### src/hdl/psc_pkg.sv
// Shared types, constants and fixed-point helpers of the PID speed controller.
package psc_pkg;

  localparam int ADDR_W   = 5;
  localparam int DATA_W   = 32;
  localparam int SPEED_W  = 16;
  localparam int ERR_W    = 17;
  localparam int GAIN_W   = 32;
  localparam int BIAS_W   = 16;
  localparam int LIMIT_W  = 16;
  localparam int DUTY_W   = 16;
  localparam int Q_W      = 48;
  localparam int Q_FRAC   = 24;
  localparam int DIFF_W   = 49;
  localparam int SUM_W    = 50;
  localparam int SPEED_FRAC = 6;
  localparam int SMALL_BASE = Q_FRAC - SPEED_FRAC;

  typedef logic signed [ERR_W-1:0]  err_t;
  typedef logic signed [Q_W-1:0]    q_t;
  typedef logic signed [DIFF_W-1:0] diff_t;
  typedef logic signed [SUM_W-1:0]  sum_t;
  typedef logic signed [63:0]       wide_t;

  typedef enum logic [2:0] {
    REG_OUT_MIN,
    REG_OUT_MAX,
    REG_PROP_GAIN,
    REG_INTEG_GAIN,
    REG_DERIV_GAIN,
    REG_DERIV_POLE,
    REG_WINDUP_GAIN,
    REG_OUTPUT_BIAS
  } reg_idx_t;

  typedef struct packed {
    logic        [LIMIT_W-1:0] out_min;
    logic        [LIMIT_W-1:0] out_max;
    logic signed [GAIN_W-1:0]  prop_gain;
    logic signed [GAIN_W-1:0]  integ_gain;
    logic signed [GAIN_W-1:0]  deriv_gain;
    logic signed [GAIN_W-1:0]  deriv_pole;
    logic signed [GAIN_W-1:0]  windup_gain;
    logic signed [BIAS_W-1:0]  output_bias;
  } cfg_t;

  localparam cfg_t CFG_RST = '{
    out_min:     16'd159,
    out_max:     16'd318,
    prop_gain:   -32'sd144100,
    integ_gain:  32'sd93114,
    deriv_gain:  32'sd179013,
    deriv_pole:  32'sd2270560,
    windup_gain: 32'sd6710886,
    output_bias: 16'sd158
  };

  localparam wide_t SAT_HI  = 64'sh0000_7FFF_FFFF_FFFF;
  localparam wide_t SAT_LO  = 64'shFFFF_8000_0000_0000;
  localparam wide_t HB_HI   = 64'sh0001_0000_0000_0000;
  localparam wide_t HB_LO   = 64'shFFFF_0000_0000_0000;

  // Saturates a wide signed value to the 48-bit internal range.
  function automatic q_t sat48(wide_t x);
    q_t res;
    if (x > SAT_HI) begin
      res = q_t'(SAT_HI);
    end else if (x < SAT_LO) begin
      res = q_t'(SAT_LO);
    end else begin
      res = x[Q_W-1:0];
    end
    return res;
  endfunction

  // Gain times a Q.6 error-sized value, floored to Q24.24 and saturated.
  function automatic q_t mul_small(err_t e, logic signed [GAIN_W-1:0] g, int fb);
    logic signed [ERR_W+GAIN_W-1:0] prod;
    wide_t wide;
    prod = e * g;
    wide = {{(64-ERR_W-GAIN_W){prod[ERR_W+GAIN_W-1]}}, prod};
    if (fb >= SMALL_BASE) begin
      wide = wide >>> (fb - SMALL_BASE);
    end else begin
      wide = wide <<< (SMALL_BASE - fb);
    end
    return sat48(wide);
  endfunction

  // Gain times a Q24.24 value of up to 49 bits, split into an upper and a
  // lower partial product, floored and saturated.
  function automatic q_t mul_wide(diff_t a, logic signed [GAIN_W-1:0] g, int fb);
    logic signed [DIFF_W-Q_FRAC-1:0]       h;
    logic signed [Q_FRAC:0]                l;
    logic signed [DIFF_W-Q_FRAC+GAIN_W-1:0] hp;
    logic signed [Q_FRAC+GAIN_W:0]         lp;
    wide_t hb;
    wide_t lb;
    wide_t acc;
    h  = a[DIFF_W-1:Q_FRAC];
    l  = {1'b0, a[Q_FRAC-1:0]};
    hp = h * g;
    lp = l * g;
    hb = {{(64-DIFF_W+Q_FRAC-GAIN_W){hp[DIFF_W-Q_FRAC+GAIN_W-1]}}, hp};
    lb = {{(64-Q_FRAC-GAIN_W-1){lp[Q_FRAC+GAIN_W]}}, lp};
    if (fb <= Q_FRAC) begin
      if (hb > HB_HI) begin
        acc = SAT_HI;
      end else if (hb < HB_LO) begin
        acc = SAT_LO;
      end else begin
        acc = (hb <<< (Q_FRAC - fb)) + (lb >>> fb);
      end
    end else begin
      acc = (hb + (lb >>> Q_FRAC)) >>> (fb - Q_FRAC);
    end
    return sat48(acc);
  endfunction

endpackage

### src/hdl/psc_regs.sv
// Configuration register file with an APB-style access port.
module psc_regs import psc_pkg::*; (
  input  logic              clk,
  input  logic              rst,
  input  logic              psel,
  input  logic              penable,
  input  logic              pwrite,
  input  logic [ADDR_W-1:0] paddr,
  input  logic [DATA_W-1:0] pwdata,
  output logic [DATA_W-1:0] prdata,
  output logic              pready,
  output cfg_t              cfg
);

  logic     wr;
  reg_idx_t idx;

  assign pready = 1'b1;
  assign wr     = psel & penable & pwrite & pready;
  assign idx    = reg_idx_t'(paddr[ADDR_W-1:2]);

  always_ff @(posedge clk) begin
    if (rst) begin
      cfg <= CFG_RST;
    end else if (wr) begin
      case (idx)
        REG_OUT_MIN:     cfg.out_min     <= pwdata[LIMIT_W-1:0];
        REG_OUT_MAX:     cfg.out_max     <= pwdata[LIMIT_W-1:0];
        REG_PROP_GAIN:   cfg.prop_gain   <= pwdata[GAIN_W-1:0];
        REG_INTEG_GAIN:  cfg.integ_gain  <= pwdata[GAIN_W-1:0];
        REG_DERIV_GAIN:  cfg.deriv_gain  <= pwdata[GAIN_W-1:0];
        REG_DERIV_POLE:  cfg.deriv_pole  <= pwdata[GAIN_W-1:0];
        REG_WINDUP_GAIN: cfg.windup_gain <= pwdata[GAIN_W-1:0];
        REG_OUTPUT_BIAS: cfg.output_bias <= pwdata[BIAS_W-1:0];
        default: ;
      endcase
    end
  end

  always_comb begin
    case (idx)
      REG_OUT_MIN:     prdata = {{(DATA_W-LIMIT_W){1'b0}}, cfg.out_min};
      REG_OUT_MAX:     prdata = {{(DATA_W-LIMIT_W){1'b0}}, cfg.out_max};
      REG_PROP_GAIN:   prdata = cfg.prop_gain;
      REG_INTEG_GAIN:  prdata = cfg.integ_gain;
      REG_DERIV_GAIN:  prdata = cfg.deriv_gain;
      REG_DERIV_POLE:  prdata = cfg.deriv_pole;
      REG_WINDUP_GAIN: prdata = cfg.windup_gain;
      REG_OUTPUT_BIAS: prdata = {{(DATA_W-BIAS_W){1'b0}}, cfg.output_bias};
      default:         prdata = '0;
    endcase
  end

endmodule

### config.mk
export PLATFORM = sky130hd
export DESIGN_NAME = psc_regs
export DESIGN_NICKNAME = d
export VERILOG_FILES = /design/src/hdl/psc_pkg.sv /design/src/hdl/psc_regs.sv
export SDC_FILE = /design/constraint.sdc
export NUM_CORES = 1
export LEC_CHECK = 0
export BUFFER_PORTS_ARGS = -buffer_cell sky130_fd_sc_hd__buf_2
export CELL_PAD_IN_SITES_DETAIL_PLACEMENT = 2
export CELL_PAD_IN_SITES_GLOBAL_PLACEMENT = 2
export CORE_MARGIN = 2
export CORE_UTILIZATION = 32
export CTS_CLUSTER_DIAMETER = 30
export DETAILED_ROUTE_END_ITERATION = 10
export GPL_TIMING_DRIVEN = 0
export PLACE_DENSITY_LB_ADDON = 0.1
export RECOVER_POWER = 50
export SYNTH_ARGS = -nofsm -noshare
export SYNTH_HDL_FRONTEND = slang
export SYNTH_SLANG_ARGS = --single-unit
### constraint.sdc
create_clock -name clk -period 3 [get_ports clk]
set_clock_uncertainty 0.15 [all_clocks]
set_input_delay 0.75 -clock clk [delete_from_list [all_inputs] [get_ports clk]]
set_output_delay 0.75 -clock clk [all_outputs]
set_load 0.05 [all_outputs]
Word-level counts from Yosys, hierarchy flattened
Index checks and enable logic that the tools add are counted.
{"block": "totals", "ff_bits": 208, "out_inout_bits": 241, "word_cells": 27, "input_bits": 42}
{"block": "classes", "reduce_logical": 9, "n_eq_ne": 7, "bitwise_logic": 2, "mux": 1}
{"cell": "$pmux W32 S8", "n": 1}
{"cell": "$reduce_and A2 Y1", "n": 8}
{"cell": "$eq A3 B3 Y1 const B", "n": 4}
{"cell": "$eq A3 B2 Y1 const B", "n": 2}
{"cell": "$eq A3 B1 Y1 const B", "n": 1}
{"cell": "$logic_not A3 Y1", "n": 1}
{"cell": "$and A1 B1 Y1", "n": 2}

Depth between registers and ports, before layout
{"block": "logic_depth", "depth_word": 3, "mapped_depth": 6, "ltp_nobuf": 3}

Worst setup path before layout
Ideal clock, no wire load.
{"block": "synth_path", "path_kind": "input to output", "startpoint": "input paddr[3]", "endpoint": "output prdata[0]", "t_arrival_ns": 2.352, "path_stages": 6, "required_ns": 2.100, "path_slack_ns": -0.252, "path_cell_list": "buf_4 buf_2 buf_2 nor3b_1 a21oi_1 a31oi_1"}
{"block": "synth_between", "elab_chain_cells": 2, "elab_cells_between_ends": 9}
{"item": "start: declaration", "line": "psc_regs.sv:8", "source": "input logic [ADDR_W-1:0] paddr,"}
{"item": "$eq A3 B3 Y1, or another cell as far along", "line": "psc_regs.sv:41", "source": "case (idx)"}
{"item": "$pmux W32 S8 (*)", "line": "psc_regs.sv:41"}
{"item": "end: declaration", "line": "psc_regs.sv:10", "source": "output logic [DATA_W-1:0] prdata,"}
Every way passes the cells marked *; elsewhere a longest branch is shown, timed or not.

Worst setup path after layout
{"block": "layout_path", "startpoint": "input paddr[3]", "endpoint": "output prdata[12]"}
The elaborated chain is that of the path after synthesis.

==> flow_metrics.env <==
export IMPL_synth_net_count=1158
export IMPL_post_synth_instance_area_um2=9670
export IMPL_fmax_ghz=0.328
export IMPL_irDropWorstVdd_mv=0.397
export IMPL_largestRegisters="cfg: 208 flops"
export IMPL_post_cts_hold_buffer_count=0
export IMPL_post_detailed_route_count_of_antenna_violating_nets=0
export IMPL_dr_pass1_iters=6
export IMPL_violations_in_the_final_reports="setup timing"
export IMPL_synthFlopType="dfxtp_1"
export IMPL_post_synth_adder_cell_area_pct=0
export IMPL_cts_sink_count=208
export IMPL_detailedPlacementHpwl_um=39500
export IMPL_netlist_cell_type_count=39
export IMPL_power_per_cell_area_nw_per_um2=719
export IMPL_dr_wl_cell_um=35.6
export IMPL_row_count=63
export IMPL_worst_slew_pin_transition_ns=1.21
export IMPL_clock_tree_from_tritoncts="yes"
export IMPL_syn_instance_count=1116
export IMPL_post_route_cells_drive_above_1_share_pct=37.4
export IMPL_clockRootBuffer="clkbuf_16"
export IMPL_detail_route_wirelength_um=68300
export IMPL_cp_data_arrival_time_ns=2.15
export IMPL_grt_antenna_before_repair=5
export IMPL_layout_cells_non_filler=1918
export IMPL_crit_path_max_fanout=7
export IMPL_floorplan_io_pins=283
export IMPL_post_synth_and_or_nand_nor_area_fraction_pct=17.5
export IMPL_grt_pass1_wl_um=88100
export IMPL_max_cap_violations=0
export IMPL_vias_per_cell=6.36
export IMPL_crit_path_start_kind="input pin"
export IMPL_most_common_layout_cells="buf_2 (265), dfxtp_1 (208), nor2_1 (138)"
export IMPL_registers_top_by_ff_count="cfg"
export IMPL_routabilityCongestion=0.869
export IMPL_overflow=0
export IMPL_synth_async_sr_flop_share_pct=0
export IMPL_synth_xor_xnor_area_share_pct=0
export IMPL_synth_edf_count=0
export IMPL_fin_nets=1523
export IMPL_max_clock_path_buffers=3
export IMPL_setup_total_negative_slack_ns=-0.168
export IMPL_placement_io_buffers=278
export IMPL_drv_slew=0
export IMPL_crit_path_cell_trace="buf_8, buf_12, buf_12, nor2b_4, buf_12, buf_12, a32oi_2, a31oi_2, buf_6"
export IMPL_flip_flop_and_latch_count_after_synthesis=208
export IMPL_grt_setup_unrepaired="yes"
export IMPL_static_leakage_nw=6.35
export IMPL_initialDrtViolationCount=1038
export IMPL_synth_compound_area_share_pct=18.9
export IMPL_clkLatencyLatePin_ns=0.57
export IMPL_cell_occurring_most_often_along_the_worst_timing_path="buf_12"
export IMPL_synth_seq_area_share_pct=43.1
export IMPL_fp_dieArea_um2=31600
export IMPL_max_stage_delay_cell_worst_path="a31oi_2"
export IMPL_slew_headroom_pct=19.5
export IMPL_drc_errors=0
export IMPL_crit_path_max_incr_delay_ns=0.24
export IMPL_status="finished with violations"
export IMPL_combinational_family_with_the_most_area_after_synthesis="compound AO/OA/AOI/OAI gates"
export IMPL_core_area_um2=29700
export IMPL_die_h_um=178
export IMPL_fin_crit_ns=3.05
export IMPL_warnings_synthesis=0
export IMPL_start_util_pct=32.5
export IMPL_largest_reg_flops=208
export IMPL_final_critical_path_setup_slack_ns=-0.0450
export IMPL_track_usage_pct=38.5
export IMPL_hold_violations=0
export IMPL_critPathCaptureType="output pin"
export IMPL_number_of_global_route_vias_before_repair=12566
export IMPL_hold_path_class="in2reg"
export IMPL_layout_cells_most_common="buf_2"
export IMPL_h_tree_depth=2
export IMPL_area_growth_synth_to_final_pct=54.1
export IMPL_synth_area_mux_share_pct=14.4
export IMPL_vias=12198
export IMPL_cts_made_buffers=59
export IMPL_timing_worst_setup_path_type="in2out"
export IMPL_path_clk_slew_ns=0.05
export IMPL_die_x_um=178
export IMPL_maximum_number_of_pins_on_one_net_before_global_route_repair=15
export IMPL_synth_area_per_cell_um2=8.67
export IMPL_final_setup_viol_count=8
export IMPL_placedCellCount=1784
export IMPL_cp_data_required_time_ns=2.10
export IMPL_post_route_period_util_pct=102
==> worst max-delay path, delay by kind of cell <==
kind	cells	cell delay, ns
AOI/OAI and AO/OA	2	0.34
buffers and inverters	6	0.88
and+or+nand+nor	1	0.17
==> repair_timing <==
action / in CTS / in global routing
setup endpoints to repair: 32 / 30
pin swaps: 12 / 12
buffers inserted: 8 / 18
cloned: 2 / 0
resized for setup: 177 / 40
==> layer usage <==
| layer | vias to the layer above | routed length [µm] | track usage [%] |
|---|---|---|---|
| met5 | - | 27 | 0 |
| met4 | 4 | 5390 | 22.2 |
| met3 | 342 | 6930 | 8.59 |
| met2 | 910 | 31100 | 64.3 |
| met1 | 6175 | 24900 | 45.4 |
| li1 | 4767 | - | - |
==> final timing paths <==
| check | endpoint | cells past startpoint | slack (ns) | start |
|---|---|---|---|---|
| worst max-delay path | prdata[12] | 9 | -0.05 | paddr[3] |
| worst min-delay path | cfg[96] | 3 | 0.32 | pwdata[16] |
| worst max register to register | cfg[48] | 2 | 1.36 | cfg[48] |
| worst min register to register | cfg[185] | 2 | 0.35 | cfg[185] |
==> power by group <==
group / total [mW] / switching [mW] / internal [mW]
Sequential: 2.82 / 0.0259 / 2.79
Clock: 6.74 / 2.05 / 4.68
Combinational: 1.16 / 0.820 / 0.341
==> area by class of cell <==
| type | instances | area [µm²] |
|---|---|---|
| Antenna cell | 2 | 5.00 |
| Buffer | 112 | 862 |
| Clock buffer | 82 | 1760 |
| Clock inverter | 24 | 320 |
| Fill cell | 3127 | 14800 |
| Inverter | 1 | 3.75 |
| Multi-Input combinational cell | 793 | 5430 |
| Sequential cell | 208 | 4160 |
| Tap cell | 390 | 488 |
| Timing Repair Buffer | 306 | 1870 |
==> through the flow <==
step / utilization (%) / worst slack, ns / power [mW] / area, µm² / hold slack (ns)
detailed placement: 39.2 / -0.759 / 3.76 / 11700 / 0.340
global placement: 39.2 / -0.770 / 3.75 / 11700 / 0.322
global route: 50.1 / -0.0679 / 10.9 / 14900 / 0.329
CTS: 49.0 / 0.000127 / 10.4 / 14600 / 0.336
floorplan: - / 0.0648 / 3.39 / 9780 / 0.550
finish: 50.2 / -0.0450 / 10.7 / 14900 / 0.318
==> cell usage after synthesis (2+ instances only) <==
cell / instances / area (µm²)
a31oi_1: 15 / 93.8
a21oi_1: 126 / 631
a22oi_1: 5 / 37.5
buf_6: 6 / 67.6
o31ai_1: 2 / 15.0
a22o_1: 11 / 96.3
o21ai_0: 107 / 536
clkbuf_1: 56 / 210
nor2_1: 144 / 541
nor2b_1: 7 / 43.8
dfxtp_1: 208 / 4160
mux2i_1: 113 / 1130
buf_2: 34 / 170
a32oi_1: 24 / 210
buf_4: 17 / 128
a221oi_1: 9 / 78.8
nand2b_1: 44 / 275
a221o_1: 11 / 110
nor3b_1: 15 / 113
mux2_2: 23 / 259
nand2_2: 6 / 37.5
nand3_1: 115 / 576
nand2_1: 2 / 7.51
==> logic make-up after synthesis <==
family | count (synthesis)
AND/OR/NAND/NOR | 344
AO/OA/AOI/OAI | 312
flip-flops | 208
multiplexers | 136
buffers and inverters | 115
other | 1
Note: power is estimated with default switching activity, not from simulation.
